--- src/sv/qsed_pkg.sv ---
// Shared types, codes and character classification for the quoted string
// escape decoder. No dependencies; used by the interfaces and all modules.

package qsed_pkg;

	localparam int COUNT_BITS_DEF  = 16;
	localparam int QUEUE_DEPTH_DEF = 4;

	localparam logic [7:0] CH_CR     = 8'd13;
	localparam logic [7:0] CH_LF     = 8'd10;
	localparam logic [7:0] CH_FF     = 8'd12;
	localparam logic [7:0] CH_TAB    = 8'd9;
	localparam logic [7:0] CH_VT     = 8'd11;
	localparam logic [7:0] CH_BS     = 8'd8;
	localparam logic [7:0] CH_BSLASH = 8'd92;
	localparam logic [7:0] CH_ESC    = 8'd27;
	localparam logic [7:0] CH_SQUOTE = 8'd39;
	localparam logic [7:0] CH_DQUOTE = 8'd34;
	localparam logic [7:0] CH_QMARK  = 8'd63;

	typedef enum logic [1:0] {
		ST_OK    = 2'd0,
		ST_DELIM = 2'd1,
		ST_QUOTE = 2'd2,
		ST_ESC   = 2'd3
	} status_t;

	// classified input word, written by the front end into the queue
	typedef struct packed {
		logic [7:0] ch;
		logic       fin;
		logic       is_oct;
		logic       is_hex;
		logic [3:0] hex_val;
		logic       esc_known;
		logic [7:0] esc_val;
		logic       is_x;
		logic       is_bslash;
		logic       is_dq;
		logic       is_sq;
	} entry_t;

	typedef struct packed {
		logic [7:0]  out_byte;
		logic        is_end;
		status_t     status;
		logic [15:0] byte_count;
	} result_t;

	// single-character escapes: {known, value}
	function automatic logic [8:0] esc_map(input logic [7:0] c);
		logic [8:0] r;
		case (c)
			"r":        r = {1'b1, CH_CR};
			"n":        r = {1'b1, CH_LF};
			"f":        r = {1'b1, CH_FF};
			"t":        r = {1'b1, CH_TAB};
			"v":        r = {1'b1, CH_VT};
			"b":        r = {1'b1, CH_BS};
			"e":        r = {1'b1, CH_ESC};
			CH_BSLASH:  r = {1'b1, CH_BSLASH};
			CH_SQUOTE:  r = {1'b1, CH_SQUOTE};
			CH_DQUOTE:  r = {1'b1, CH_DQUOTE};
			CH_QMARK:   r = {1'b1, CH_QMARK};
			default:    r = 9'd0;
		endcase
		return r;
	endfunction

	// hex digit of either case: {valid, value}
	function automatic logic [4:0] hex_map(input logic [7:0] c);
		logic [4:0] r;
		logic [7:0] d;
		r = 5'd0;
		if (c >= "0" && c <= "9") begin
			d = c - 8'd48;
			r = {1'b1, d[3:0]};
		end else if (c >= "A" && c <= "F") begin
			d = c - 8'd55;
			r = {1'b1, d[3:0]};
		end else if (c >= "a" && c <= "f") begin
			d = c - 8'd87;
			r = {1'b1, d[3:0]};
		end
		return r;
	endfunction

endpackage

--- src/sv/qsed_if.sv ---
// Valid/ready stream interfaces for the character input and the result output.
// Depends on qsed_pkg for the status type.

interface qsed_char_if;
	logic       valid;
	logic       ready;
	logic [7:0] char_in;
	logic       final_char;

	modport source (output valid, output char_in, output final_char, input ready);
	modport sink (input valid, input char_in, input final_char, output ready);
endinterface

interface qsed_result_if;
	logic              valid;
	logic              ready;
	logic [7:0]        out_byte;
	logic              is_end;
	qsed_pkg::status_t status;
	logic [15:0]       byte_count;

	modport source (output valid, output out_byte, output is_end, output status,
		output byte_count, input ready);
	modport sink (input valid, input out_byte, input is_end, input status,
		input byte_count, output ready);
endinterface

--- src/sv/qsed_front.sv ---
// Front end: accepts characters and classifies them (escape letter, octal,
// hex, quote, backslash) into a queue word. Depends on qsed_pkg, qsed_if.

module qsed_front (
	qsed_char_if.sink        char_stream,
	input  logic             push_ready,
	output logic             push_valid,
	output qsed_pkg::entry_t push_word
);

	logic [8:0] esc;
	logic [4:0] hx;
	logic [7:0] c;

	assign c   = char_stream.char_in;
	assign esc = qsed_pkg::esc_map(c);
	assign hx  = qsed_pkg::hex_map(c);

	always_comb begin
		push_word.ch        = c;
		push_word.fin       = char_stream.final_char;
		push_word.is_oct    = (c >= "0") && (c <= "7");
		push_word.is_hex    = hx[4];
		push_word.hex_val   = hx[3:0];
		push_word.esc_known = esc[8];
		push_word.esc_val   = esc[7:0];
		push_word.is_x      = (c == "x");
		push_word.is_bslash = (c == qsed_pkg::CH_BSLASH);
		push_word.is_dq     = (c == qsed_pkg::CH_DQUOTE);
		push_word.is_sq     = (c == qsed_pkg::CH_SQUOTE);
	end

	assign push_valid        = char_stream.valid;
	assign char_stream.ready = push_ready;

endmodule

--- src/sv/qsed_queue.sv ---
// Short queue of classified words between front and back ends.
// Depends on qsed_pkg.

module qsed_queue #(
	parameter int DEPTH = qsed_pkg::QUEUE_DEPTH_DEF
) (
	input  logic             clk,
	input  logic             arst_n,
	input  logic             push_valid,
	output logic             push_ready,
	input  qsed_pkg::entry_t push_word,
	output logic             head_valid,
	output qsed_pkg::entry_t head_word,
	input  logic             pop
);

	localparam int PW = (DEPTH > 1) ? $clog2(DEPTH) : 1;
	localparam int CW = $clog2(DEPTH + 1);
	localparam logic [CW-1:0] FULL_CNT = CW'(DEPTH);
	localparam logic [PW-1:0] LAST_PTR = PW'(DEPTH - 1);

	qsed_pkg::entry_t mem_q [DEPTH];
	logic [PW-1:0]    wr_ptr_q;
	logic [PW-1:0]    rd_ptr_q;
	logic [CW-1:0]    fill_q;
	logic             do_push;
	logic             do_pop;

	assign push_ready = (fill_q != FULL_CNT);
	assign head_valid = (fill_q != '0);
	assign head_word  = mem_q[rd_ptr_q];
	assign do_push    = push_valid && push_ready;
	assign do_pop     = pop && head_valid;

	always_ff @(posedge clk) begin
		if (do_push) begin
			mem_q[wr_ptr_q] <= push_word;
		end
	end

	always_ff @(posedge clk or negedge arst_n) begin
		if (!arst_n) begin
			wr_ptr_q <= '0;
			rd_ptr_q <= '0;
			fill_q   <= '0;
		end else begin
			if (do_push) begin
				wr_ptr_q <= (wr_ptr_q == LAST_PTR) ? '0 : wr_ptr_q + PW'(1);
			end
			if (do_pop) begin
				rd_ptr_q <= (rd_ptr_q == LAST_PTR) ? '0 : rd_ptr_q + PW'(1);
			end
			if (do_push && !do_pop) begin
				fill_q <= fill_q + CW'(1);
			end else if (do_pop && !do_push) begin
				fill_q <= fill_q - CW'(1);
			end
		end
	end

endmodule

--- src/sv/qsed_back.sv ---
// Back end: escape state machine, byte counting and result output register
// with one overflow slot for items that yield two words. Depends on qsed_pkg,
// qsed_if.

module qsed_back #(
	parameter int COUNT_BITS = qsed_pkg::COUNT_BITS_DEF
) (
	input  logic             clk,
	input  logic             arst_n,
	input  logic             head_valid,
	input  qsed_pkg::entry_t head_word,
	output logic             pop,
	qsed_result_if.source    result_stream
);

	typedef enum logic [5:0] {
		PH_NONE = 6'b000001,
		PH_BSL  = 6'b000010,
		PH_OCT1 = 6'b000100,
		PH_OCT2 = 6'b001000,
		PH_HEX0 = 6'b010000,
		PH_HEX1 = 6'b100000
	} phase_t;

	localparam logic [COUNT_BITS-1:0] CNT_MAX = '1;
	localparam logic [COUNT_BITS-1:0] CNT_ONE = COUNT_BITS'(1);

	logic                  at_start_q;
	logic                  quote_kind_q;
	phase_t                phase_q;
	logic [7:0]            accum_q;
	qsed_pkg::status_t     err_q;
	logic [COUNT_BITS-1:0] count_q;

	qsed_pkg::result_t out_q;
	logic              out_vld_q;
	qsed_pkg::result_t pend_q;
	logic              pend_vld_q;

	logic                  at_start_d;
	logic                  quote_kind_d;
	phase_t                phase_d;
	logic [7:0]            accum_d;
	qsed_pkg::status_t     err_d;
	logic [COUNT_BITS-1:0] count_d;

	logic                  put_a;
	logic [7:0]            byte_a;
	logic                  put_b;
	logic                  put_end;
	logic                  plain;
	logic                  is_quote;
	qsed_pkg::status_t     st;
	logic [COUNT_BITS-1:0] count_a;
	logic [COUNT_BITS-1:0] count_b;
	qsed_pkg::result_t     w_a;
	qsed_pkg::result_t     w_b;
	qsed_pkg::result_t     w_end;
	qsed_pkg::result_t     w0;
	qsed_pkg::result_t     w1;
	logic                  two;
	logic                  any;
	logic                  out_free;

	always_comb begin
		at_start_d   = at_start_q;
		quote_kind_d = quote_kind_q;
		phase_d      = phase_q;
		accum_d      = accum_q;
		err_d        = err_q;
		put_a        = 1'b0;
		byte_a       = accum_q;
		put_b        = 1'b0;
		put_end      = 1'b0;
		plain        = 1'b0;
		st           = qsed_pkg::ST_OK;
		is_quote     = quote_kind_q ? head_word.is_sq : head_word.is_dq;

		if (!head_word.fin) begin
			if (at_start_q) begin
				at_start_d = 1'b0;
				if (head_word.is_dq) begin
					quote_kind_d = 1'b0;
				end else if (head_word.is_sq) begin
					quote_kind_d = 1'b1;
				end else begin
					err_d = qsed_pkg::ST_DELIM;
				end
			end else if (err_q == qsed_pkg::ST_OK) begin
				case (phase_q)
					PH_BSL: begin
						phase_d = PH_NONE;
						if (head_word.esc_known) begin
							put_a  = 1'b1;
							byte_a = head_word.esc_val;
						end else if (head_word.is_x) begin
							accum_d = '0;
							phase_d = PH_HEX0;
						end else if (head_word.is_oct) begin
							accum_d = {5'd0, head_word.ch[2:0]};
							phase_d = PH_OCT1;
						end else begin
							err_d = qsed_pkg::ST_ESC;
						end
					end
					PH_OCT1, PH_OCT2: begin
						phase_d = PH_NONE;
						if (head_word.is_oct) begin
							accum_d = {accum_q[4:0], head_word.ch[2:0]};
							if (phase_q == PH_OCT2) begin
								put_a  = 1'b1;
								byte_a = accum_d;
							end else begin
								phase_d = PH_OCT2;
							end
						end else begin
							put_a = 1'b1;
							plain = 1'b1;
						end
					end
					PH_HEX0, PH_HEX1: begin
						phase_d = PH_NONE;
						if (head_word.is_hex) begin
							accum_d = {accum_q[3:0], head_word.hex_val};
							if (phase_q == PH_HEX1) begin
								put_a  = 1'b1;
								byte_a = accum_d;
							end else begin
								phase_d = PH_HEX1;
							end
						end else begin
							put_a = 1'b1;
							plain = 1'b1;
						end
					end
					default: begin
						phase_d = PH_NONE;
						plain   = 1'b1;
					end
				endcase
				if (plain) begin
					if (head_word.is_bslash) begin
						phase_d = PH_BSL;
					end else if (is_quote) begin
						err_d = qsed_pkg::ST_QUOTE;
					end else begin
						put_b = 1'b1;
					end
				end
			end
		end else begin
			put_end = 1'b1;
			if (at_start_q) begin
				st = qsed_pkg::ST_DELIM;
			end else begin
				// a pending numeric escape is flushed ahead of the end word
				put_a = (err_q == qsed_pkg::ST_OK) && (phase_q != PH_NONE)
					&& (phase_q != PH_BSL);
				if (err_q == qsed_pkg::ST_DELIM || !is_quote) begin
					st = qsed_pkg::ST_DELIM;
				end else if (err_q != qsed_pkg::ST_OK) begin
					st = err_q;
				end else if (phase_q == PH_BSL) begin
					st = qsed_pkg::ST_ESC;
				end else begin
					st = qsed_pkg::ST_OK;
				end
			end
			at_start_d   = 1'b1;
			quote_kind_d = 1'b0;
			phase_d      = PH_NONE;
			accum_d      = '0;
			err_d        = qsed_pkg::ST_OK;
		end
	end

	// saturating count, up to two bytes per word
	always_comb begin
		count_a = (put_a && count_q != CNT_MAX) ? count_q + CNT_ONE : count_q;
		count_b = (put_b && count_a != CNT_MAX) ? count_a + CNT_ONE : count_a;
		count_d = put_end ? '0 : count_b;
	end

	always_comb begin
		w_a            = '0;
		w_a.out_byte   = byte_a;
		w_b            = '0;
		w_b.out_byte   = head_word.ch;
		w_end          = '0;
		w_end.is_end   = 1'b1;
		w_end.status   = st;
		w_end.byte_count = (st == qsed_pkg::ST_OK) ? 16'(count_b) : 16'd0;
		w0  = put_a ? w_a : (put_b ? w_b : w_end);
		w1  = put_b ? w_b : w_end;
		any = put_a || put_b || put_end;
		two = put_a && (put_b || put_end);
	end

	assign out_free = !out_vld_q || result_stream.ready;
	assign pop      = head_valid && !pend_vld_q && out_free;

	always_ff @(posedge clk or negedge arst_n) begin
		if (!arst_n) begin
			at_start_q   <= 1'b1;
			quote_kind_q <= 1'b0;
			phase_q      <= PH_NONE;
			accum_q      <= '0;
			err_q        <= qsed_pkg::ST_OK;
			count_q      <= '0;
			out_vld_q    <= 1'b0;
			pend_vld_q   <= 1'b0;
		end else begin
			if (pop) begin
				at_start_q   <= at_start_d;
				quote_kind_q <= quote_kind_d;
				phase_q      <= phase_d;
				accum_q      <= accum_d;
				err_q        <= err_d;
				count_q      <= count_d;
				out_vld_q    <= any || (out_vld_q && !result_stream.ready);
				pend_vld_q   <= two;
			end else if (pend_vld_q && out_free) begin
				out_vld_q  <= 1'b1;
				pend_vld_q <= 1'b0;
			end else if (result_stream.ready) begin
				out_vld_q <= 1'b0;
			end
		end
	end

	always_ff @(posedge clk) begin
		if (pop) begin
			if (any) begin
				out_q <= w0;
			end
			if (two) begin
				pend_q <= w1;
			end
		end else if (pend_vld_q && out_free) begin
			out_q <= pend_q;
		end
	end

	assign result_stream.valid      = out_vld_q;
	assign result_stream.out_byte   = out_q.out_byte;
	assign result_stream.is_end     = out_q.is_end;
	assign result_stream.status     = out_q.status;
	assign result_stream.byte_count = out_q.byte_count;

endmodule

--- src/sv/quoted_string_escape_decoder_unit.sv ---
// Quoted string escape decoder, top level: front end, queue and back end.
// Depends on qsed_pkg, qsed_if, qsed_front, qsed_queue, qsed_back.
//
// Usage: feed a quoted string on char_stream one character per word, with
// final_char set on the closing quote. Each decoded byte leaves on
// result_stream as a word with is_end low; the closing quote yields one end
// word with is_end high, the status and the decoded byte count (0 unless
// status is ok). The receiver drops the string's bytes if status is not ok.
// A character is written into the queue in its accept cycle; the back end
// pops it once its output register is free and no overflow word is pending,
// and its first result word is then registered in the output register.
// Throughput: one character per cycle while the receiver keeps ready high.
// A character that yields two words (an octal or hex escape ended by a
// literal, or a pending escape at the closing quote) holds the back end while
// the second word drains from its overflow slot; the queue of QUEUE_DEPTH
// words absorbs that and short receiver stalls.
// When the receiver stalls, the output register holds its word, the back
// end stops, and char_stream ready drops once the queue is full.
// Reset clears the queue, the escape state and the output valid.

module quoted_string_escape_decoder_unit #(
	parameter int COUNT_BITS  = qsed_pkg::COUNT_BITS_DEF,
	parameter int QUEUE_DEPTH = qsed_pkg::QUEUE_DEPTH_DEF
) (
	input logic           clk,
	input logic           arst_n,
	qsed_char_if.sink     char_stream,
	qsed_result_if.source result_stream
);

	logic             push_valid;
	logic             push_ready;
	qsed_pkg::entry_t push_word;
	logic             head_valid;
	qsed_pkg::entry_t head_word;
	logic             pop;

	qsed_front u_front (
		.char_stream (char_stream),
		.push_ready  (push_ready),
		.push_valid  (push_valid),
		.push_word   (push_word)
	);

	qsed_queue #(
		.DEPTH (QUEUE_DEPTH)
	) u_queue (
		.clk        (clk),
		.arst_n     (arst_n),
		.push_valid (push_valid),
		.push_ready (push_ready),
		.push_word  (push_word),
		.head_valid (head_valid),
		.head_word  (head_word),
		.pop        (pop)
	);

	qsed_back #(
		.COUNT_BITS (COUNT_BITS)
	) u_back (
		.clk           (clk),
		.arst_n        (arst_n),
		.head_valid    (head_valid),
		.head_word     (head_word),
		.pop           (pop),
		.result_stream (result_stream)
	);

endmodule
--- src/flat_wrapper.sv ---
// flat-port wrapper written by rule: the top's interface ports become plain ports
module quoted_string_escape_decoder_unit_flat 
#(
	parameter int COUNT_BITS  = qsed_pkg::COUNT_BITS_DEF,
	parameter int QUEUE_DEPTH = qsed_pkg::QUEUE_DEPTH_DEF
)
  (clk, arst_n, char_stream_valid, char_stream_char_in, char_stream_final_char, char_stream_ready, result_stream_valid, result_stream_out_byte, result_stream_is_end, result_stream_status, result_stream_byte_count, result_stream_ready);
  qsed_char_if char_stream_i ();
  qsed_result_if result_stream_i ();
  input logic clk;
  input logic arst_n;
  input wire logic [$bits(char_stream_i.valid)-1:0] char_stream_valid;
  input wire logic [$bits(char_stream_i.char_in)-1:0] char_stream_char_in;
  input wire logic [$bits(char_stream_i.final_char)-1:0] char_stream_final_char;
  output wire logic [$bits(char_stream_i.ready)-1:0] char_stream_ready;
  output wire logic [$bits(result_stream_i.valid)-1:0] result_stream_valid;
  output wire logic [$bits(result_stream_i.out_byte)-1:0] result_stream_out_byte;
  output wire logic [$bits(result_stream_i.is_end)-1:0] result_stream_is_end;
  output wire logic [$bits(result_stream_i.status)-1:0] result_stream_status;
  output wire logic [$bits(result_stream_i.byte_count)-1:0] result_stream_byte_count;
  input wire logic [$bits(result_stream_i.ready)-1:0] result_stream_ready;
  assign char_stream_i.valid = char_stream_valid;
  assign char_stream_i.char_in = char_stream_char_in;
  assign char_stream_i.final_char = char_stream_final_char;
  assign char_stream_ready = char_stream_i.ready;
  assign result_stream_valid = result_stream_i.valid;
  assign result_stream_out_byte = result_stream_i.out_byte;
  assign result_stream_is_end = result_stream_i.is_end;
  assign result_stream_status = result_stream_i.status;
  assign result_stream_byte_count = result_stream_i.byte_count;
  assign result_stream_i.ready = result_stream_ready;
  quoted_string_escape_decoder_unit #(.COUNT_BITS(COUNT_BITS), .QUEUE_DEPTH(QUEUE_DEPTH)) u_core (.clk(clk), .arst_n(arst_n), .char_stream(char_stream_i), .result_stream(result_stream_i));
endmodule
--- config.mk ---
export PLATFORM = sky130hd
export DESIGN_NAME = quoted_string_escape_decoder_unit_flat
export DESIGN_NICKNAME = d
export VERILOG_FILES = /design/src/sv/qsed_pkg.sv /design/src/sv/qsed_if.sv /design/src/sv/qsed_front.sv /design/src/sv/qsed_queue.sv /design/src/sv/qsed_back.sv /design/src/sv/quoted_string_escape_decoder_unit.sv /design/src/flat_wrapper.sv
export SDC_FILE = /design/constraint.sdc
export NUM_CORES = 1
export LEC_CHECK = 0
export CORE_MARGIN = 4
export CORE_UTILIZATION = 30
export CTS_BUF_LIST = sky130_fd_sc_hd__clkbuf_4
export CTS_CLUSTER_DIAMETER = 200
export DETAILED_ROUTE_END_ITERATION = 8
export DONT_BUFFER_PORTS = 1
export REMOVE_ABC_BUFFERS = 1
export SLEW_MARGIN = 20
export SYNTH_ARGS = -nofsm -noshare
export SYNTH_HDL_FRONTEND = slang
export SYNTH_SLANG_ARGS = --single-unit
--- constraint.sdc ---
create_clock -name clk -period 6.1 [get_ports clk]
set_clock_uncertainty 0.15 [all_clocks]
set_input_delay 0.305 -clock clk [delete_from_list [all_inputs] [get_ports clk]]
set_output_delay 0.305 -clock clk [all_outputs]
set_load 0.005 [all_outputs]
==> results by group <==
Timing
  – Slew HR: 0.299
  – Worst Tran Pin Value: 1.04 ns
  – Final hold violation count: 0
  – Post-route minimum period: 4.93 ns
  – Setup_tns: 0 ns
  – Fmax: 0.203 GHz
  – Final Max Tran Viols: 0
  – RSZ-0062 raised after global routing: false
  – # setup viols final: 0
  – Post-route clock period utilization: 0.809

Critical path
  – Crit path kind: reg2reg
  – Slowest library cell on the worst path: mux4_2
  – CP delay by family, top: compound AO/OA/AOI/OAI gates
  – Critical Path Source Type: register
  – Critical path fanouts, max: 23
  – Cell repeated most along the worst path: buf_4
  – CP peak stage delay: approximately 0.62 ns
  – WP data required: 6.37 ns
  – Worst Path Arrival: approximately 5.2 ns
  – Crit path buf inv count: 4
  – CP cell instances: buf_4 > mux4_2 > o21ai_1 > a221oi_4 > o31ai_4 > buf_4 > nand2_1 > mux2i_1 > inv_1 > ha_1 > o21ai_2 > nor4_4 > buf_4 > a2111oi_2 > xor2_1 > nor2_1
  – Crit. End Element: register

Clock network
  – Hold_buf cts: 14
  – CTS Buffer Depth: 3
  – Clock transition at path regs: roughly 0.07 ns
  – CTS Buf Count: 52
  – TritonCTS clock tree: yes
  – Post-CTS Setup Bufs: 0
  – PostCTS Resize Cnt: 0
  – H-Tree Depth: 2
  – Clock latency on the worst-skew pair: ~0.70 ns
  – Root buf cell: clkbuf_4
  – CTS Sinks: between 200 and 250

Floorplan
  – Chip Width: between 150 and 200 um
  – Core Area: 0.0336 sq mm
  – Die area: 0.0372 sq mm
  – Rows: between 60 and 70
  – Ports: 42
  – Starting Density: 0.305
  – Die H: 193 um

Logic synthesis
  – Asr flop ratio synth: 0.210
  – Post-synth EDFFs: approximately 160
  – Syn Std Cell Area: approximately 0.010 sq mm
  – Mapped Cells: 833
  – Syn avg cell area: 12.3 sq um
  – Prevailing post-synth register cell: edfxtp_1
  – Seq cells post-synth: between 200 and 250
  – Yosys warning total: 0
  – Count of different cell masters after synthesis: 82
  – Sequential fraction of the synthesis area: 0.580

Power
  – Post-layout power: between 4 and 5 mW
  – Power Density: 420 mW/mm^2
  – Static Leakage: between 4 and 5 nW
  – Max rail drop VDD: ~180 uV

Routing
  – Drt pass-1 iters: 5
  – Detailed Route Iter0 Violations: around 550
  – Post-route ant nets: 0
  – Vias per cell: between 5 and 6
  – Post-route DRC violation count: 0
  – Vias: between 7000 and 8000
  – WL met2: 11.5 mm
  – Routed wire per std cell: 18.3 um
  – WL met1: ~11 mm
  – Total routed wirelength: about 25 mm
  – Highest metal layer with signal wires: met4
  – Routed length on met3: approximately 1.4 mm

Global route
  – Vias in the first global route: 7086
  – First-pass GRT wire length: 40.0 mm
  – GR Util All Layers: 0.136
  – Gr ovfl total: 0
  – Largest net degree at the start of global routing: between 40 and 50
  – Antenna violations before repair: 0

Outcome
  – Status: complete, no violations

Placement
  – Hpwl dp: 15.9 mm
  – Number of port buffers: 0
  – RD Place Congestion: approximately 0.87

Finish
  – N_diodes: 0
  – Nets: about 900
  – Commonest non-fill, non-tap cell in the layout: edfxtp_1
  – Area delta synth->final: 12.7%
  – Commonest cells after routing, fill and taps aside: 162 x edfxtp_1, 105 x nand2_1, 83 x clkbuf_4
  – Share of layout cells above drive strength 1: 0.189

Flow run
  – Max-cap violation count: 0

Min path
  – Worst min path class: in2reg
cells in the mapped netlist, drive strengths merged (8+ instances only):
master	instances	area, sq um
a21oi	22	110
o21ai	64	335
and3	19	119
nand3	19	95.1
edfxtp	162	4860
nand2	105	394
inv	17	63.8
clkbuf	27	101
mux4	27	608
a2111oi	9	110
o41ai	8	70.1
nor2	68	273
ha	12	150
xor2	15	131
nand2b	8	50.1
buf	20	115
xnor2	13	121
nand4	8	56.3
nor3	25	151
dfrtp	41	1030
nor4	10	126
mux2	8	90.1
routing by layer:
| layer | global-route usage | up-vias |
|---|---|---|
| met5 | 0 | - |
| met4 | 0.0433 | 0 |
| met3 | 0.0302 | 34 |
| met2 | 0.212 | 226 |
| met1 | 0.188 | 3461 |
| li1 | - | 3289 |
power breakdown:
part           switching, mW  leakage, nW  internal [mW]  total (mW)
clock                  0.567        0.415          0.656        1.22
combinational           1.00         1.60          0.512        1.51
sequential             0.186         2.03           1.93        2.12
cell families after synthesis:
family	Yosys count	share of synthesized area
mux	42	0.0749
buf+inv	65	0.0277
compound gates	178	0.125
simple gates	302	0.152
flops	205	0.580
xor+xnor	28	0.0246
fa+ha+maj	13	0.0166
sequential cells by signal, summed over array words and instances (netlist names):
name and cells:
u_core.u_back.phase_q 6, u_core.u_back.result_stream.valid 1, u_core.u_queue.mem_q 108, u_core.u_back.result_stream.byte_count 16, u_core.u_back.result_stream.is_end 1, u_core.u_back.result_stream.status 2, u_core.u_queue.fill_q 3, u_core.u_back.accum_q 8
u_core.u_back.quote_kind_q 1, u_core.u_queue.wr_ptr_q 2, u_core.u_back.pend_q 27, u_core.u_back.err_q 2, u_core.u_queue.rd_ptr_q 2, u_core.u_back.result_stream.out_byte 8, u_core.u_back.count_q 16, u_core.u_back.at_start_q 1
u_core.u_back.pend_vld_q 1
cell type report:
cell class                      instances  area, sq um
Inverter                               18         67.6
Clock inverter                         10         70.1
Fill cell                            3277        22100
Clock buffer                           83          623
Multi-Input combinational cell        563         4040
Tap cell                              448          561
Timing Repair Buffer                   24          250
Sequential cell                       205         5940
stage by stage:
| stage | setup slack (ns) | hold slack [ns] | cells | instance area (sq um) | util |
|---|---|---|---|---|---|
| 2_1_floorplan | 0.790 | -0.141 | 786 | 10000 | - |
| 3_3_place_gp | 1.34 | -0.138 | 1244 | 10700 | 0.318 |
| 3_5_place_dp | 1.21 | -0.138 | 1244 | 10700 | 0.318 |
| 4_1_cts | 1.16 | 0.00998 | 1351 | 11600 | 0.344 |
| 5_1_grt | 0.836 | 0.0456 | 1351 | 11600 | 0.344 |
| 6_report | 1.17 | 0.0622 | 1351 | 11600 | 0.344 |
path summary, 6_finish.rpt:
path                                             from                           endpoint  slack [ns]  cells past startpoint
hold reg to reg              u_core.u_queue.fill_q[2]           u_core.u_queue.fill_q[2]        0.36                      1
setup reg to reg           u_core.u_queue.rd_ptr_q[0]           u_core.u_back.pend_q[15]        1.17                     16
min in group asynchronous                      arst_n           u_core.u_back.count_q[4]        0.09                      3
max in group asynchronous                      arst_n  u_core.u_back.result_stream.valid        5.47                      3
setup / recovery           u_core.u_queue.rd_ptr_q[0]           u_core.u_back.pend_q[15]        1.17                     16
hold / removal                 char_stream_char_in[1]         u_core.u_queue.mem_q[3][0]        0.06                      3
worst reg2reg max path, cell delays in order, from the launching register on:
cell	delay (ns)
dfrtp_2	0.49
buf_4	0.46
mux4_2	0.63
o21ai_1	0.24
a221oi_4	0.12
o31ai_4	0.19
buf_4	0.29
nand2_1	0.23
mux2i_1	0.33
inv_1	0.11
ha_1	0.23
o21ai_2	0.17
nor4_4	0.09
buf_4	0.22
a2111oi_2	0.42
xor2_1	0.23
nor2_1	0.06
(Power assumes the default switching activity.)
